<file path="src/rtl/tcw_pkg.sv">
// ----------------------------------------------------------------------------
// tcw_pkg: shared types and constants of the congestion window controller
// Beat layouts, event kinds, window modes, config indexes, window saturation.
// ----------------------------------------------------------------------------
`default_nettype none

package tcw_pkg;

    // field widths
    localparam int SEQ_W      = 31;
    localparam int WIN_W      = 16;

    // segment size is a power of two: byte offsets divide by a shift
    localparam int SEG_SHIFT  = 10;
    localparam int SEG_BYTES  = 1 << SEG_SHIFT;
    localparam int WINDOW_MAX = 65535;

    // whole segments in a byte span, and the avoidance sum accum + n
    localparam int N_W        = SEQ_W - SEG_SHIFT;
    localparam int TOT_W      = ((N_W > WIN_W) ? N_W : WIN_W) + 1;
    // segments left to the end of the transfer (rounded up)
    localparam int SPAN_W     = SEQ_W + 1 - SEG_SHIFT;

    localparam int INIT_THRESH_RST = 64;
    localparam int FR_INFLATE      = 3;
    localparam logic [1:0] DUP_THRESH = 2'd3;

    localparam int CMD_Q_DEPTH_DEF = 4;
    localparam int RES_Q_DEPTH_DEF = 4;

    // input command codes
    localparam logic [1:0] CMD_START   = 2'd0;
    localparam logic [1:0] CMD_ACK     = 2'd1;
    localparam logic [1:0] CMD_TIMEOUT = 2'd2;

    // reported mode codes
    localparam logic [1:0] MODE_SS = 2'd0;
    localparam logic [1:0] MODE_CA = 2'd1;
    localparam logic [1:0] MODE_FR = 2'd2;

    // config register indexes
    localparam logic CFG_TOTAL_BYTES = 1'b0;
    localparam logic CFG_INIT_THRESH = 1'b1;

    typedef enum logic [2:0] {
        M_SS = 3'b001,
        M_CA = 3'b010,
        M_FR = 3'b100
    } t_mode;

    // event kind as classified by the front end
    typedef enum logic [2:0] {
        K_IGNORE  = 3'd0,
        K_START   = 3'd1,
        K_TIMEOUT = 3'd2,
        K_NEW_ACK = 3'd3,
        K_DUP_ACK = 3'd4,
        K_OLD_ACK = 3'd5
    } t_kind;

    typedef struct packed {
        logic [1:0]       cmd;
        logic [SEQ_W-1:0] ack_number;
    } t_in_beat;

    typedef struct packed {
        logic [SEQ_W-1:0] send_first_seq;
        logic [WIN_W-1:0] send_count;
        logic             retransmit;
        logic [SEQ_W-1:0] retransmit_seq;
        logic [WIN_W-1:0] window;
        logic [WIN_W-1:0] threshold;
        logic [1:0]       mode;
        logic             done_res;
    } t_out_beat;

    // classified event, front -> back
    typedef struct packed {
        t_kind            kind;
        logic [N_W-1:0]   n;      // newly acked segments
        logic [SEQ_W-1:0] base;   // acked base after the event
        logic             fin;    // finished after the event
    } t_cmd_item;

    typedef struct packed {
        logic             vld;
        logic             idx;
        logic [SEQ_W-1:0] data;
    } t_cfg_wr;

    typedef struct packed {
        logic             start;
        logic             clear;
        logic [TOT_W-1:0] dividend;
        logic [WIN_W-1:0] divisor;
    } t_div_req;

    typedef struct packed {
        logic             idle;
        logic             done;
        logic [TOT_W-1:0] quot;
        logic [WIN_W-1:0] rem;
    } t_div_rsp;

    function automatic logic [1:0] mode_code(input t_mode m);
        logic [1:0] c;
        unique case (m)
            M_SS:    c = MODE_SS;
            M_CA:    c = MODE_CA;
            M_FR:    c = MODE_FR;
            default: c = MODE_SS;
        endcase
        return c;
    endfunction

    function automatic logic [WIN_W-1:0] sat_win(input logic [TOT_W:0] v);
        logic [WIN_W-1:0] r;
        if (v > (TOT_W+1)'(WINDOW_MAX)) begin
            r = WIN_W'(WINDOW_MAX);
        end else begin
            r = v[WIN_W-1:0];
        end
        return r;
    endfunction

endpackage

`default_nettype wire

</file>
<file path="src/rtl/tcp_congestion_window_control.sv">
// ----------------------------------------------------------------------------
// tcp_congestion_window_control: Reno sender congestion window controller
// Throughput: 1 event/cycle while the result queue has room and no division runs;
// an avoidance ack whose backlog reaches two windows waits in the divider.
// Reset: synchronous, active low; control state and valid flags cleared at once, no clearing pass.
// ----------------------------------------------------------------------------
`default_nettype none

module tcp_congestion_window_control import tcw_pkg::*; #(
    parameter int CMD_Q_DEPTH = CMD_Q_DEPTH_DEF,
    parameter int RES_Q_DEPTH = RES_Q_DEPTH_DEF
) (
    input  wire logic             i_clk,
    input  wire logic             i_rst_n,
    // event input queue side
    input  wire logic             push,
    output logic                  full,
    input  wire t_in_beat         i_in_beat,
    // result queue side
    output logic                  empty,
    input  wire logic             pop,
    output t_out_beat             o_out_beat,
    // config write channel
    input  wire logic             valid,
    output logic                  ready,
    input  wire logic             i_cfg_index,
    input  wire logic [SEQ_W-1:0] i_cfg_data
);

    // Front end: classifies each event against the acked base as it is
    // accepted and queues it. Back end: window engine (S1), transfer-end
    // bound (S2), trim against last sent and emit (S3) into the result queue.

    t_cfg_wr   cfg;
    t_cmd_item fe_item, q_item;
    logic [$bits(t_cmd_item)-1:0] q_data;
    logic [$bits(t_out_beat)-1:0] res_data;
    logic      accept, q_empty, q_pop;
    logic      res_full, res_push;
    t_out_beat res_beat;
    t_div_req  div_req;
    t_div_rsp  div_rsp;
    logic [SEQ_W-1:0] total_bytes;

    // config is taken every cycle; the user must write only while idle, the block does not enforce it
    assign ready    = 1'b1;
    assign cfg.vld  = valid;
    assign cfg.idx  = i_cfg_index;
    assign cfg.data = i_cfg_data;

    // an event beat is taken whenever the command queue has room
    assign accept = push && !full;

    tcw_front u_front (
        .i_clk         (i_clk),
        .i_rst_n       (i_rst_n),
        .i_accept      (accept),
        .i_in_beat     (i_in_beat),
        .i_cfg         (cfg),
        .o_item        (fe_item),
        .o_total_bytes (total_bytes)
    );

    // decouples classification from the window engine
    tcw_fifo #(
        .W     ($bits(t_cmd_item)),
        .DEPTH (CMD_Q_DEPTH)
    ) u_cmd_q (
        .i_clk   (i_clk),
        .i_rst_n (i_rst_n),
        .i_push  (accept),
        .i_data  (fe_item),
        .o_full  (full),
        .i_pop   (q_pop),
        .o_data  (q_data),
        .o_empty (q_empty)
    );

    assign q_item = t_cmd_item'(q_data);

    tcw_back u_back (
        .i_clk         (i_clk),
        .i_rst_n       (i_rst_n),
        .i_cfg         (cfg),
        .i_total_bytes (total_bytes),
        .i_item_vld    (!q_empty),
        .i_item        (q_item),
        .o_item_pop    (q_pop),
        .o_div_req     (div_req),
        .i_div_rsp     (div_rsp),
        .i_res_full    (res_full),
        .o_res_push    (res_push),
        .o_res         (res_beat)
    );

    // accumulator / window division for large avoidance acks
    tcw_div u_div (
        .i_clk   (i_clk),
        .i_rst_n (i_rst_n),
        .i_req   (div_req),
        .o_rsp   (div_rsp)
    );

    // result queue: the back end keeps running while results wait to be popped, until the queue is full
    tcw_fifo #(
        .W     ($bits(t_out_beat)),
        .DEPTH (RES_Q_DEPTH)
    ) u_res_q (
        .i_clk   (i_clk),
        .i_rst_n (i_rst_n),
        .i_push  (res_push),
        .i_data  (res_beat),
        .o_full  (res_full),
        .i_pop   (pop && !empty),
        .o_data  (res_data),
        .o_empty (empty)
    );

    assign o_out_beat = t_out_beat'(res_data);

endmodule

`default_nettype wire

</file>
<file path="src/rtl/tcw_fifo.sv">
// ----------------------------------------------------------------------------
// tcw_fifo: small first-word-fall-through queue
// Head visible while not empty; user must not push when full; not enforced.
// ----------------------------------------------------------------------------
`default_nettype none

module tcw_fifo import tcw_pkg::*; #(
    parameter int W     = $bits(t_out_beat),
    parameter int DEPTH = RES_Q_DEPTH_DEF
) (
    input  wire logic         i_clk,
    input  wire logic         i_rst_n,
    input  wire logic         i_push,
    input  wire logic [W-1:0] i_data,
    output logic              o_full,
    input  wire logic         i_pop,
    output logic [W-1:0]      o_data,
    output logic              o_empty
);

    localparam int AW = (DEPTH > 1) ? $clog2(DEPTH) : 1;
    localparam int CW = $clog2(DEPTH + 1);

    logic [W-1:0]  r_mem [DEPTH];
    logic [AW-1:0] r_wp, r_rp;
    logic [CW-1:0] r_cnt;

    assign o_full  = (r_cnt == CW'(DEPTH));
    assign o_empty = (r_cnt == '0);
    assign o_data  = r_mem[r_rp];

    always_ff @(posedge i_clk) begin
        if (!i_rst_n) begin
            r_wp  <= '0;
            r_rp  <= '0;
            r_cnt <= '0;
        end else begin
            if (i_push) begin
                r_wp <= (r_wp == AW'(DEPTH - 1)) ? '0 : r_wp + 1'b1;
            end
            if (i_pop) begin
                r_rp <= (r_rp == AW'(DEPTH - 1)) ? '0 : r_rp + 1'b1;
            end
            if (i_push && !i_pop) begin
                r_cnt <= r_cnt + 1'b1;
            end else if (!i_push && i_pop) begin
                r_cnt <= r_cnt - 1'b1;
            end
        end
    end

    always_ff @(posedge i_clk) begin
        if (i_push) begin
            r_mem[r_wp] <= i_data;
        end
    end

`ifndef SYNTHESIS
    a_no_overflow: assert property (@(posedge i_clk) disable iff (!i_rst_n)
        i_push |-> !o_full)
        else $error("tcw_fifo: push while full");
    a_no_underflow: assert property (@(posedge i_clk) disable iff (!i_rst_n)
        i_pop |-> !o_empty)
        else $error("tcw_fifo: pop while empty");
`endif

endmodule

`default_nettype wire

</file>
<file path="src/rtl/tcw_front.sv">
// ----------------------------------------------------------------------------
// tcw_front: event intake and classification
// Owns acked base, finished flag and the total-bytes register.
// ----------------------------------------------------------------------------
`default_nettype none

module tcw_front import tcw_pkg::*; (
    input  wire logic     i_clk,
    input  wire logic     i_rst_n,
    input  wire logic     i_accept,
    input  wire t_in_beat i_in_beat,
    input  wire t_cfg_wr  i_cfg,
    output t_cmd_item     o_item,
    output logic [SEQ_W-1:0] o_total_bytes
);

    logic [SEQ_W-1:0] r_base, n_base, r_total, diff;
    logic             r_fin, n_fin, fin_now, ack_new, ack_dup;
    t_kind            kind;

    always_comb begin
        fin_now = r_fin | (r_base >= r_total);
        ack_new = i_in_beat.ack_number > r_base;
        ack_dup = i_in_beat.ack_number == r_base;
        diff    = i_in_beat.ack_number - r_base;
        n_base  = r_base;
        n_fin   = fin_now;
        kind    = K_IGNORE;
        if (!fin_now) begin
            unique case (i_in_beat.cmd)
                CMD_START:   kind = K_START;
                CMD_TIMEOUT: kind = K_TIMEOUT;
                CMD_ACK: begin
                    priority if (ack_new) begin
                        kind   = K_NEW_ACK;
                        n_base = i_in_beat.ack_number;
                        n_fin  = i_in_beat.ack_number >= r_total;
                    end else if (ack_dup) begin
                        kind = K_DUP_ACK;
                    end else begin
                        kind = K_OLD_ACK;
                    end
                end
                default:     kind = K_IGNORE;
            endcase
        end
    end

    assign o_item.kind    = kind;
    assign o_item.n       = diff[SEQ_W-1:SEG_SHIFT];
    assign o_item.base    = n_base;
    assign o_item.fin     = n_fin;
    assign o_total_bytes  = r_total;

    always_ff @(posedge i_clk) begin
        if (!i_rst_n) begin
            r_base  <= '0;
            r_fin   <= 1'b0;
            r_total <= '0;
        end else begin
            if (i_accept) begin
                r_base <= n_base;
                r_fin  <= n_fin;
            end
            if (i_cfg.vld && i_cfg.idx == CFG_TOTAL_BYTES) begin
                r_total <= i_cfg.data;
            end
        end
    end

endmodule

`default_nettype wire

</file>
<file path="src/rtl/tcw_div.sv">
// ----------------------------------------------------------------------------
// tcw_div: radix-2 restoring divider for the avoidance accumulator
// One quotient bit per cycle; result held until cleared.
// ----------------------------------------------------------------------------
`default_nettype none

module tcw_div import tcw_pkg::*; (
    input  wire logic     i_clk,
    input  wire logic     i_rst_n,
    input  wire t_div_req i_req,
    output t_div_rsp      o_rsp
);

    localparam int CNT_W = $clog2(TOT_W);

    typedef enum logic [2:0] {
        D_IDLE = 3'b001,
        D_BUSY = 3'b010,
        D_DONE = 3'b100
    } t_dstate;

    t_dstate          r_state;
    logic [CNT_W-1:0] r_cnt;
    logic [TOT_W-1:0] r_quo;
    logic [WIN_W-1:0] r_rem, r_dvs, rem_nx;
    logic [WIN_W:0]   shifted, trial;
    logic             ge;

    always_comb begin
        shifted = {r_rem, r_quo[TOT_W-1]};
        trial   = shifted - {1'b0, r_dvs};
        ge      = !trial[WIN_W];
        rem_nx  = ge ? trial[WIN_W-1:0] : shifted[WIN_W-1:0];
    end

    always_ff @(posedge i_clk) begin
        if (!i_rst_n) begin
            r_state <= D_IDLE;
            r_cnt   <= '0;
        end else begin
            unique case (r_state)
                D_IDLE: begin
                    if (i_req.start) begin
                        r_state <= D_BUSY;
                        r_cnt   <= CNT_W'(TOT_W - 1);
                    end
                end
                D_BUSY: begin
                    if (r_cnt == '0) begin
                        r_state <= D_DONE;
                    end
                    r_cnt <= r_cnt - 1'b1;
                end
                D_DONE: begin
                    if (i_req.clear) begin
                        r_state <= D_IDLE;
                    end
                end
                default: r_state <= D_IDLE;
            endcase
        end
    end

    always_ff @(posedge i_clk) begin
        if (r_state == D_IDLE && i_req.start) begin
            r_quo <= i_req.dividend;
            r_rem <= '0;
            r_dvs <= i_req.divisor;
        end else if (r_state == D_BUSY) begin
            r_quo <= {r_quo[TOT_W-2:0], ge};
            r_rem <= rem_nx;
        end
    end

    assign o_rsp.idle = (r_state == D_IDLE);
    assign o_rsp.done = (r_state == D_DONE);
    assign o_rsp.quot = r_quo;
    assign o_rsp.rem  = r_rem;

`ifndef SYNTHESIS
    a_start_idle: assert property (@(posedge i_clk) disable iff (!i_rst_n)
        i_req.start |-> (r_state == D_IDLE))
        else $error("tcw_div: start while busy");
    a_rem_bound: assert property (@(posedge i_clk) disable iff (!i_rst_n)
        (r_state == D_DONE) |-> (r_rem < r_dvs))
        else $error("tcw_div: remainder not below divisor");
`endif

endmodule

`default_nettype wire

</file>
<file path="src/rtl/tcw_back.sv">
// ----------------------------------------------------------------------------
// tcw_back: window engine and send planner
// S1 updates window state, S2 bounds the run by the transfer end,
// S3 trims it against the last segment sent and emits the result beat.
// ----------------------------------------------------------------------------
`default_nettype none

module tcw_back import tcw_pkg::*; (
    input  wire logic             i_clk,
    input  wire logic             i_rst_n,
    input  wire t_cfg_wr          i_cfg,
    input  wire logic [SEQ_W-1:0] i_total_bytes,
    input  wire logic             i_item_vld,
    input  wire t_cmd_item        i_item,
    output logic                  o_item_pop,
    output t_div_req              o_div_req,
    input  wire t_div_rsp         i_div_rsp,
    input  wire logic             i_res_full,
    output logic                  o_res_push,
    output t_out_beat             o_res
);

    typedef struct packed {
        logic             send;
        logic             rex;
        logic [SEQ_W-1:0] base;
        logic [WIN_W-1:0] cwnd;
        logic [WIN_W-1:0] ssth;
        logic [1:0]       mode;
        logic             fin;
    } t_ev;

    typedef struct packed {
        t_ev              ev;
        logic [WIN_W-1:0] hi;
    } t_plan;

    // ---- S1: window state ----
    t_mode            r_mode, n_mode, eff_mode;
    logic [WIN_W-1:0] r_cwnd, n_cwnd, r_ssth, n_ssth, r_accum, n_accum, w;
    logic [1:0]       r_dup, n_dup, dup_inc;
    logic [TOT_W-1:0] tot, tot_ex;
    logic [WIN_W-1:0] cwnd_inc, cwnd_add_n, cwnd_add_q, fr_cwnd;
    logic             fast0, fast1, acts, need_div, s1_go, ev_send, ev_rex;

    // ---- pipeline ----
    t_ev              r_s2;
    t_plan            r_s3;
    logic             r_s2_vld, r_s3_vld, s2_adv, s2_free, s3_free;

    // ---- S2 / S3 ----
    logic [SEQ_W:0]   span_raw;
    logic [SPAN_W-1:0] span, lo;
    logic [WIN_W-1:0] hi, hi_m1, cnt;
    logic [SEQ_W-1:0] r_last, diff, first, top;
    logic             r_ls_vld, ls_ge, snd;

    always_comb begin
        w        = (r_cwnd == '0) ? WIN_W'(1) : r_cwnd;
        tot      = TOT_W'(r_accum) + TOT_W'(i_item.n);
        tot_ex   = tot - TOT_W'(w);
        fast0    = tot < TOT_W'(w);
        fast1    = tot_ex < TOT_W'(w);
        dup_inc  = r_dup + 2'd1;

        cwnd_inc   = sat_win((TOT_W+1)'(r_cwnd) + (TOT_W+1)'(1));
        cwnd_add_n = sat_win((TOT_W+1)'(r_cwnd) + (TOT_W+1)'(i_item.n));
        cwnd_add_q = sat_win((TOT_W+1)'(r_cwnd) + (TOT_W+1)'(i_div_rsp.quot));
        fr_cwnd    = sat_win((TOT_W+1)'(r_cwnd >> 1) + (TOT_W+1)'(FR_INFLATE));

        acts = (i_item.kind == K_TIMEOUT) || (i_item.kind == K_NEW_ACK) ||
               (i_item.kind == K_DUP_ACK) || (i_item.kind == K_OLD_ACK);
        // slow start hands over to avoidance ahead of any ack or timeout
        eff_mode = (acts && r_mode == M_SS && r_cwnd >= r_ssth) ? M_CA : r_mode;

        need_div = i_item_vld && (i_item.kind == K_NEW_ACK) && (eff_mode == M_CA) &&
                   !fast0 && !fast1;

        n_mode  = r_mode;
        n_cwnd  = r_cwnd;
        n_ssth  = r_ssth;
        n_accum = r_accum;
        n_dup   = r_dup;
        ev_send = 1'b0;
        ev_rex  = 1'b0;

        unique case (i_item.kind)
            K_START: begin
                ev_send = 1'b1;
            end
            K_TIMEOUT: begin
                n_ssth  = r_cwnd >> 1;
                n_cwnd  = WIN_W'(1);
                n_accum = '0;
                n_dup   = '0;
                n_mode  = M_SS;
                ev_rex  = 1'b1;
            end
            K_NEW_ACK: begin
                n_dup  = '0;
                n_mode = eff_mode;
                unique case (eff_mode)
                    M_SS: n_cwnd = cwnd_add_n;
                    M_CA: begin
                        // one window increment per full window of acked segments
                        priority if (fast0) begin
                            n_accum = tot[WIN_W-1:0];
                        end else if (fast1) begin
                            n_accum = tot_ex[WIN_W-1:0];
                            n_cwnd  = cwnd_inc;
                        end else begin
                            n_accum = i_div_rsp.rem;
                            n_cwnd  = cwnd_add_q;
                        end
                    end
                    M_FR: begin
                        n_cwnd  = (r_ssth == '0) ? WIN_W'(1) : r_ssth;
                        n_accum = '0;
                        n_mode  = M_CA;
                    end
                    default: n_mode = eff_mode;
                endcase
                ev_send = !i_item.fin;
            end
            K_DUP_ACK: begin
                n_mode = eff_mode;
                if (eff_mode == M_FR) begin
                    n_cwnd  = cwnd_inc;
                    ev_send = 1'b1;
                end else begin
                    n_dup = dup_inc;
                    if (dup_inc == DUP_THRESH) begin
                        // fast retransmit of the base, enter recovery
                        n_ssth  = r_cwnd >> 1;
                        n_cwnd  = fr_cwnd;
                        n_accum = '0;
                        n_mode  = M_FR;
                        ev_rex  = 1'b1;
                    end
                end
            end
            K_OLD_ACK: begin
                n_mode = eff_mode;
            end
            K_IGNORE: begin
                n_mode = r_mode;
            end
            default: begin
                n_mode = r_mode;
            end
        endcase
    end

    // handshakes through the three stages
    always_comb begin
        s3_free    = !r_s3_vld || !i_res_full;
        o_res_push = r_s3_vld && !i_res_full;
        s2_adv     = r_s2_vld && s3_free;
        s2_free    = !r_s2_vld || s2_adv;
        s1_go      = i_item_vld && s2_free && (!need_div || i_div_rsp.done);
    end

    assign o_item_pop         = s1_go;
    assign o_div_req.start    = need_div && i_div_rsp.idle;
    assign o_div_req.clear    = s1_go && need_div;
    assign o_div_req.dividend = tot;
    assign o_div_req.divisor  = w;

    always_ff @(posedge i_clk) begin
        if (!i_rst_n) begin
            r_mode   <= M_SS;
            r_cwnd   <= WIN_W'(1);
            r_ssth   <= WIN_W'(INIT_THRESH_RST);
            r_accum  <= '0;
            r_dup    <= '0;
            r_s2_vld <= 1'b0;
            r_s3_vld <= 1'b0;
            r_ls_vld <= 1'b0;
        end else begin
            if (s1_go) begin
                r_mode  <= n_mode;
                r_cwnd  <= n_cwnd;
                r_ssth  <= n_ssth;
                r_accum <= n_accum;
                r_dup   <= n_dup;
            end else if (i_cfg.vld && i_cfg.idx == CFG_INIT_THRESH) begin
                r_ssth <= i_cfg.data[WIN_W-1:0];
            end
            if (s1_go) begin
                r_s2_vld <= 1'b1;
            end else if (s2_adv) begin
                r_s2_vld <= 1'b0;
            end
            if (s2_adv) begin
                r_s3_vld <= 1'b1;
            end else if (o_res_push) begin
                r_s3_vld <= 1'b0;
            end
            if (o_res_push && snd) begin
                r_ls_vld <= 1'b1;
            end
        end
    end

    always_ff @(posedge i_clk) begin
        if (s1_go) begin
            r_s2.send <= ev_send;
            r_s2.rex  <= ev_rex;
            r_s2.base <= i_item.base;
            r_s2.cwnd <= n_cwnd;
            r_s2.ssth <= n_ssth;
            r_s2.mode <= mode_code(n_mode);
            r_s2.fin  <= i_item.fin;
        end
        if (s2_adv) begin
            r_s3.ev <= r_s2;
            r_s3.hi <= hi;
        end
        if (o_res_push && snd) begin
            r_last <= top;
        end
    end

    // S2: segments that fit before the end of the transfer, capped by the window
    always_comb begin
        span_raw = {1'b0, i_total_bytes} - {1'b0, r_s2.base} +
                   (SEQ_W+1)'(SEG_BYTES - 1);
        span     = span_raw[SEQ_W:SEG_SHIFT];
        if (!r_s2.send || r_s2.base >= i_total_bytes) begin
            hi = '0;
        end else if (span < SPAN_W'(r_s2.cwnd)) begin
            hi = WIN_W'(span);
        end else begin
            hi = r_s2.cwnd;
        end
    end

    // S3: skip segments already sent
    always_comb begin
        ls_ge = r_ls_vld && (r_last >= r_s3.ev.base);
        diff  = r_last - r_s3.ev.base;
        lo    = ls_ge ? (SPAN_W'(diff[SEQ_W-1:SEG_SHIFT]) + SPAN_W'(1)) : '0;
        snd   = SPAN_W'(r_s3.hi) > lo;
        hi_m1 = r_s3.hi - WIN_W'(1);
        first = r_s3.ev.base + SEQ_W'({lo, {SEG_SHIFT{1'b0}}});
        top   = r_s3.ev.base + SEQ_W'({hi_m1, {SEG_SHIFT{1'b0}}});
        cnt   = r_s3.hi - WIN_W'(lo);

        o_res.send_first_seq = snd ? first : '0;
        o_res.send_count     = snd ? cnt : '0;
        o_res.retransmit     = r_s3.ev.rex;
        o_res.retransmit_seq = r_s3.ev.rex ? r_s3.ev.base : '0;
        o_res.window         = r_s3.ev.cwnd;
        o_res.threshold      = r_s3.ev.ssth;
        o_res.mode           = r_s3.ev.mode;
        o_res.done_res       = r_s3.ev.fin;
    end

`ifndef SYNTHESIS
    a_fr_dup: assert property (@(posedge i_clk) disable iff (!i_rst_n)
        (r_mode == M_FR) == (r_dup == DUP_THRESH))
        else $error("tcw_back: recovery mode and duplicate count disagree");
    a_cwnd_range: assert property (@(posedge i_clk) disable iff (!i_rst_n)
        (r_cwnd != '0) && (32'(r_cwnd) <= 32'(WINDOW_MAX)))
        else $error("tcw_back: window out of range");
`endif

endmodule

`default_nettype wire
</file>
<file path="config.mk">
export PLATFORM = sky130hd
export DESIGN_NAME = tcp_congestion_window_control
export DESIGN_NICKNAME = d
export VERILOG_FILES = /design/src/rtl/tcw_pkg.sv /design/src/rtl/tcp_congestion_window_control.sv /design/src/rtl/tcw_fifo.sv /design/src/rtl/tcw_front.sv /design/src/rtl/tcw_div.sv /design/src/rtl/tcw_back.sv
export SDC_FILE = /design/constraint.sdc
export NUM_CORES = 2
export LEC_CHECK = 0
export BUFFER_PORTS_ARGS = -buffer_cell sky130_fd_sc_hd__buf_2
export CORE_MARGIN = 1
export CORE_UTILIZATION = 45
export DETAILED_ROUTE_END_ITERATION = 8
export GPL_TIMING_DRIVEN = 0
export MAX_ROUTING_LAYER = met4
export PLACE_DENSITY = 0.65
export SLEW_MARGIN = 10
export SYNTH_ARGS = -nofsm -noshare
export SYNTH_HDL_FRONTEND = slang
export SYNTH_SLANG_ARGS = --single-unit
</file>
<file path="constraint.sdc">
create_clock -name i_clk -period 11.45 [get_ports i_clk]
set_input_delay 2.29 -clock i_clk [delete_from_list [all_inputs] [get_ports i_clk]]
set_output_delay 2.29 -clock i_clk [all_outputs]
set_load 0.005 [all_outputs]
</file>
== Yosys cells after proc, flatten, opt, wreduce, memory -nomap -nowiden ==
Memories as Yosys holds them, arrays and structs flattened. A register that Yosys moved wholly into a read port is not among the register bits.
Index checks and enable logic that the tools add are counted.

* $add $sub $neg: 26
* Magnitude comparators: 14
* Equality and inequality tests: 30
* Mux-type cells: 80
* Bitwise operators: 2
* Reductions and logical operators: 66

{| class="wikitable"
|+ Operators with widths
! kind !! number
|-
| 16-bit 2-to-1 mux || 21
|-
| 31-bit 2-to-1 mux || 5
|-
| 16-bit one-hot mux with 3 select lines || 3
|-
| 31-bit greater-or-equal comparator || 4
|-
| 23-bit by 16-bit greater-than comparator with 1-bit output (second input constant) || 4
|-
| 22-bit by 16-bit < comparator with 1-bit output || 3
|-
| 22-bit 2-to-1 mux || 3
|-
| 16-bit one-hot mux with 2 select lines || 2
|-
| 31-bit subtractor || 2
|-
| 16-bit by 21-bit adder with 22-bit output || 2
|-
| 3-bit 2-to-1 mux || 13
|-
| 32-bit by 10-bit adder with 32-bit output (second input constant) || 1
|-
| 16-bit zero test || 2
|-
| 31-bit by 31-bit subtractor with 32-bit output || 1
|-
| 31-bit by 26-bit adder with 31-bit output || 1
|-
| 31-bit adder || 1
|-
| 31-bit == test || 1
|-
| 31-bit greater-than comparator || 1
|-
| 16-bit by 22-bit adder with 23-bit output || 1
|-
| 1-bit logical AND || 23
|-
| 21-bit by 1-bit adder with 22-bit output (second input constant) || 1
|-
| 16-bit by 22-bit greater-than comparator with 1-bit output || 1
|-
| 22-bit by 16-bit subtractor with 22-bit output || 1
|-
| 3-bit == test (second input constant) || 7
|-
| other kinds (39) || 114
|}

* Bits in registers: 377
* Bits in writable memories: 680
* Bits of input ports: 70
* Output and inout port bits: 117
* Word-level logic and storage cells: 257
* Memories: 2

{| class="wikitable"
|+ Memory list
! memory !! depth !! bits a word !! read ports !! clocked after Yosys merged registers in !! wr ports !! RTL line !! source
|-
| u_res_q.r_mem || 4 || 114 || 1 || 1 || 1 || tcw_fifo.sv:24 || <nowiki>logic [W-1:0] r_mem [DEPTH];</nowiki>
|-
| u_cmd_q.r_mem || 4 || 56 || 1 || 1 || 1 || tcw_fifo.sv:24 ||
|}

== Logic depth before layout (Yosys ltp) ==
* Word-level depth: 17
* Gate-level depth with buffers: 38
* Mapped depth without buffers: 33

== Cells and area by module ==
Synthesis repeated with hierarchy kept, for this count alone.

* Cells, all modules: 4,715
* Area, all modules: 57,875.5 µm²

{| class="wikitable"
|+ By module, submodules not included
! module !! instances !! cells each !! area each (µm²) !! seq. area each (µm²)
|-
| tcw_back || 1 || 2,685 || 22,994.6 || 6,586.3
|-
| tcw_fifo at u_res_q || 1 || 640 || 16,923.7 || 13,873.3
|-
| tcw_fifo at u_cmd_q || 1 || 336 || 8,573.2 || 6,906.6
|-
| tcw_front || 1 || 753 || 6,007.0 || 1,261.2
|-
| tcw_div || 1 || 296 || 3,334.4 || 1,621.6
|-
| tcp_congestion_window_control || 1 || 5 || 42.5 || 0.0
|}

== Worst setup path after synthesis ==
Ideal clock, no wire load.

* Kind: reg2reg
* Start point: reg (tool-made name)
* End point: reg u_back.r_s2[0] in the netlist's numbering, enable pin
* Library setup time: 0.398 ns
* Data arrival time: 8.299 ns
* Data required time: 11.052 ns
* Slack: 2.753 ns
* Stages on the path, launching flop included: 31
* Buffers on the path: 5
* Period minus slack after synthesis: 8.697 ns
* Cells stage by stage: dfxtp_1 > buf_2 > clkbuf_1 > buf_1 > mux4_2 > ha_1 > fa_1 > a211oi_2 > o211ai_1 > a31oi_1 > or2_2 > inv_1 > ha_1 > and3_1 > a221o_1 > nor2b_1 > nand4b_1 > nand2_1 > a21oi_1 > xor2_1 > ha_1 > nand3_1 > nor2_1 > a2111oi_0 > a21oi_1 > or3_1 > a211oi_2 > nand3_2 > a31oi_2 > buf_4 > buf_2

{| class="wikitable"
|+ RTL lines
! what !! RTL line !! source
|-
| end: declaration || tcw_back.sv:47 || <nowiki>t_ev r_s2;</nowiki>
|}

==> run summary <==
ROUTE
-------------------------------------------------------------------------------
Routed wire length ...............................................    158700 µm
Post-DR wirelength/cell ..........................................     23.63 µm
DR vias ..........................................................        38370
Detailed-route DRC error count ...................................            0
Post-detailed-route count of antenna-violating nets ..............            0
DR vias/cell .....................................................        5.715
First DRT Iteration DRCs .........................................         3533
Number of detailed-routing iterations run before antenna repair ..            6

PLACED DESIGN
-------------------------------------------------------------------------------
Area after detailed placement ....................................  0.05995 mm²
Placed insts .....................................................         6485
Estimated wirelength of the detail-placed design .................    122300 µm
Count of input and output buffers ................................          185
Final weighted congestion of routability-driven global placement .       0.9939

LAYOUT
-------------------------------------------------------------------------------
Synthesis-to-finish area growth ..................................       12.66%
Post-route cell area .............................................  0.06368 mm²
Layout filler cell count .........................................        10660
Layout cells sized above 1 .......................................       12.95%
Post-route non-filler standard cell count ........................         6714
Post-layout nets .................................................         5453

STA
-------------------------------------------------------------------------------
Clock skew after layout ..........................................   0.04566 ns
Fin crit share ...................................................       93.03%
Count of endpoints failing setup in the final report .............            0
Post-layout minimum cycle time ...................................     10.65 ns
Final Hold Viols .................................................            0
Slew Limit Headroom ..............................................       20.22%
Setup TNS ........................................................         0 ns
Achievable frequency .............................................    93.88 MHz
Worst slew pin tran ..............................................     1.191 ns
Final Slew Violations ............................................            0
Unrepaired setup endpoints after global routing ..................           no

SETUP PATH
-------------------------------------------------------------------------------
Type of the worst setup path .....................................      reg2reg
Arrival time at the worst endpoint ...............................     11.32 ns
R2r setup slk ....................................................      0.80 ns
Critical Path Start Type .........................................     register
Worst Reg2Reg Path Length in Cells ...............................           35
Most Frequent Cell on Critical Path .............................. sky130_fd_sc_hd__ha_1
Data required time of the worst path .............................     12.12 ns
Max stage delay cell, worst path ................................. sky130_fd_sc_hd__buf_2
Terminus of the critical flop-to-flop path ....................... u_cmd_q.r_cnt[2]$_SDFFE_PN0P_
Highest cell delay on the worst timing path ......................      0.84 ns
Kind of capture point of the worst setup path ....................     register
Largest driver fanout on the critical path .......................           28

POWER
-------------------------------------------------------------------------------
Power density of the placed cells ................................ 256.8 mW/mm²
Sum of internal, switching and leakage power .....................    0.01636 W
Total leakage power ..............................................     23.51 nW
Maximum resistive drop on vdd ....................................    0.1414 mV

SYNTHESIS
-------------------------------------------------------------------------------
Total of warnings raised by yosys ................................            0
Netlist area before placement ....................................  0.05652 mm²
Async set-reset flop share out of synthesis ......................           0%
Net count after synthesis ........................................         5141
Sequential share of the synthesized area .........................       53.52%
Post-Syn Area per Cell ...........................................    12.17 µm²
Area contributors post-synth ..................................... sky130_fd_sc_hd__edfxtp_1 48%, sky130_fd_sc_hd__ha_1 9.2%, sky130_fd_sc_hd__mux4_2 6.8%, sky130_fd_sc_hd__dfxtp_1 5.7%, sky130_fd_sc_hd__nand2_1 2.7%
Synth Instances ..................................................         4645
Number of flops mapped to enable cells by yosys ..................          900
Total of flip-flops plus latches after synthesis .................         1061
Cell taking the most area after synthesis ........................ sky130_fd_sc_hd__edfxtp_1
Area fraction of the dominant cell type after synthesis ..........       47.82%
Library cell with the highest instance count after synthesis ..... sky130_fd_sc_hd__edfxtp_1
Count of different cell masters after synthesis ..................          103
Leading post-synthesis cells by instance count ................... 900 x sky130_fd_sc_hd__edfxtp_1, 416 x sky130_fd_sc_hd__ha_1, 400 x sky130_fd_sc_hd__nand2_1, 298 x sky130_fd_sc_hd__inv_1, 268 x sky130_fd_sc_hd__a21oi_1
Most common flop cell mapped by yosys ............................ sky130_fd_sc_hd__edfxtp_1

HOLD PATH
-------------------------------------------------------------------------------
Hold crit path type ..............................................      reg2reg
Startpoint of the worst hold path ................................ u_back.r_s2[6]$_DFFE_PN_
Endpoint with the worst hold slack ............................... u_back.o_res[6]$_DFFE_PP_
Hold Path Cell Cnt ...............................................            0

RUN
-------------------------------------------------------------------------------
Max Cap Viol .....................................................            0

CLOCK NETWORK
-------------------------------------------------------------------------------
H-tree lvl count .................................................            3
Clk Latency, worst-skew pair .....................................      0.75 ns
Hold buffers post-CTS ............................................            0
Root Buffer Master ............................................... sky130_fd_sc_hd__clkbuf_16
TritonCTS Buffers ................................................          109
Clock tree from TritonCTS ........................................         done
Clock-pin slew on the worst setup and hold paths .................      0.06 ns
Number of buffers on the longest clock path ......................            3
TritonCTS Sinks ..................................................         1061

GLOBAL ROUTING
-------------------------------------------------------------------------------
Antenna violations before repair .................................           32
Pin count of the biggest net entering global routing .............           67
Vias in the first global route ...................................        37370
Overall routing resource usage ...................................       25.61%
Wire length of the first global-routing pass .....................    235700 µm
Global route total overflow ......................................            0

FLOORPLAN
-------------------------------------------------------------------------------
Die footprint ....................................................   0.1270 mm²
Die Width ........................................................     356.4 µm
Placeable core region ............................................   0.1241 mm²
Vert. Die Dim ....................................................     356.4 µm
Count of pins on the block boundary ..............................          187
Starting Density .................................................       45.54%
Rows .............................................................          129

STATUS
-------------------------------------------------------------------------------
Status ........................................................... finished clean

[per-layer routing]
layer	GRT usage [%]	routed length (µm)
met3	4.082	11770
met5	-	0
met1	34.27	69160
met2	39.33	72220
met4	9.391	5505
[cells in the final DEF, fill, tap and decap left out, types with 30 or more instances in the layout]
cell type | netlist | final
sky130_fd_sc_hd__nand3_1 | 86 | 86
sky130_fd_sc_hd__or3_1 | 30 | 30
sky130_fd_sc_hd__o21a_1 | 60 | 60
sky130_fd_sc_hd__and3_1 | 35 | 31
sky130_fd_sc_hd__nor3_1 | 90 | 89
sky130_fd_sc_hd__o21bai_1 | 31 | 31
sky130_fd_sc_hd__nor2b_1 | 52 | 51
sky130_fd_sc_hd__xor2_1 | 72 | 72
sky130_fd_sc_hd__and2_1 | 65 | 61
sky130_fd_sc_hd__a21oi_1 | 268 | 268
sky130_fd_sc_hd__inv_1 | 298 | 298
sky130_fd_sc_hd__a21o_1 | 90 | 90
sky130_fd_sc_hd__clkbuf_1 | 144 | 168
sky130_fd_sc_hd__nand2b_1 | 33 | 33
sky130_fd_sc_hd__xnor2_1 | 136 | 136
sky130_fd_sc_hd__nor4_1 | 32 | 32
sky130_fd_sc_hd__nand2_1 | 400 | 400
sky130_fd_sc_hd__mux2i_1 | 91 | 91
sky130_fd_sc_hd__nand4_1 | 45 | 45
sky130_fd_sc_hd__buf_2 | 18 | 202
sky130_fd_sc_hd__dfxtp_1 | 161 | 161
sky130_fd_sc_hd__o21ai_0 | 242 | 242
sky130_fd_sc_hd__ha_1 | 416 | 416
sky130_fd_sc_hd__nor2_1 | 261 | 260
sky130_fd_sc_hd__clkbuf_16 | 0 | 111
sky130_fd_sc_hd__edfxtp_1 | 900 | 900
sky130_fd_sc_hd__mux4_2 | 170 | 170
[worst max-delay path by stage]
stage	endpoint	depth (start not counted)	start
2_1_floorplan	u_back.r_s2[0]$_DFFE_PN_	30	register
3_5_place_dp	u_cmd_q.r_cnt[2]$_SDFFE_PN0P_	38	register
6_report	u_cmd_q.r_cnt[2]$_SDFFE_PN0P_	35	register
5_1_grt	u_cmd_q.r_cnt[2]$_SDFFE_PN0P_	35	register
3_3_place_gp	u_back.r_s2[61]$_DFFE_PN_	31	register
4_1_cts	u_cmd_q.r_cnt[2]$_SDFFE_PN0P_	38	register
[metrics by stage]
stage	hold WS [ns]	utilization [%]	setup slack [ns]
2_1_floorplan	0.4003	-	2.753
3_3_place_gp	0.4015	47.93	-0.1361
3_5_place_dp	0.4045	48.30	-0.02846
4_1_cts	0.4151	51.25	0.2803
5_1_grt	0.4090	51.30	0.06136
6_report	0.4182	51.30	0.7977
[kinds of logic (layout without fill, tap and decap cells)]
logic type | count (synthesis) | count (layout) | synth area share (%)
compound gates | 967 | 967 | 11.08
xor+xnor | 209 | 209 | 3.263
fa+ha+maj | 427 | 427 | 9.581
buf+inv | 489 | 896 | 3.334
flops | 1061 | 1061 | 53.52
mux | 295 | 295 | 9.094
other cells | 1 | 26 | 0.006635
simple gates | 1196 | 1196 | 10.13
[power by group]
group          switching [W]  total, W  internal, W
sequential          0.000504   0.00569      0.00518
clock                0.00154   0.00359      0.00205
combinational        0.00436   0.00708      0.00271
total                0.00641    0.0164      0.00994
[registers in the layout (all words and copies together), names as in the netlist, 31 cells and up, named ones only]
name and flops:
u_back.o_res 36, u_back.r_last 31, u_back.r_s2 68, u_back.r_s3 47, u_cmd_q.r_mem 224, u_front.o_total_bytes 31
u_front.r_base 31, u_res_q.r_mem 456
[worst max-delay path, delay by kind of cell (launching register included)]
family | cells | cell delay [ns]
mux | 1 | 0.75
xor+xnor | 2 | 0.40
buf+inv | 7 | 2.42
simple gates | 11 | 2.22
compound gates | 9 | 2.71
fa+ha+maj | 5 | 1.65
flops | 1 | 0.39
[what timing repair did]
item,CTS,global route
endpoints found under the hold margin,0,0
cloned,0,0
resized for setup,0,3
pin swaps,0,0
setup endpoints to repair,1,3
buffers inserted,0,0
[area by class of cell]
cell class | instances | area, µm² | share of cell area, %
Clock buffer | 144 | 2972 | 4.667
Sequential cell | 1061 | 30250 | 47.50
Antenna cell | 25 | 62.56 | 0.09824
Buffer | 186 | 750.7 | 1.179
Timing Repair Buffer | 204 | 1338 | 2.100
Clock inverter | 62 | 695.7 | 1.092
Tap cell | 1637 | 2048 | 3.216
Inverter | 300 | 1126 | 1.768
Multi-Input combinational cell | 3095 | 24440 | 38.38
No activity file was read; power rests on OpenSTA's default activity.
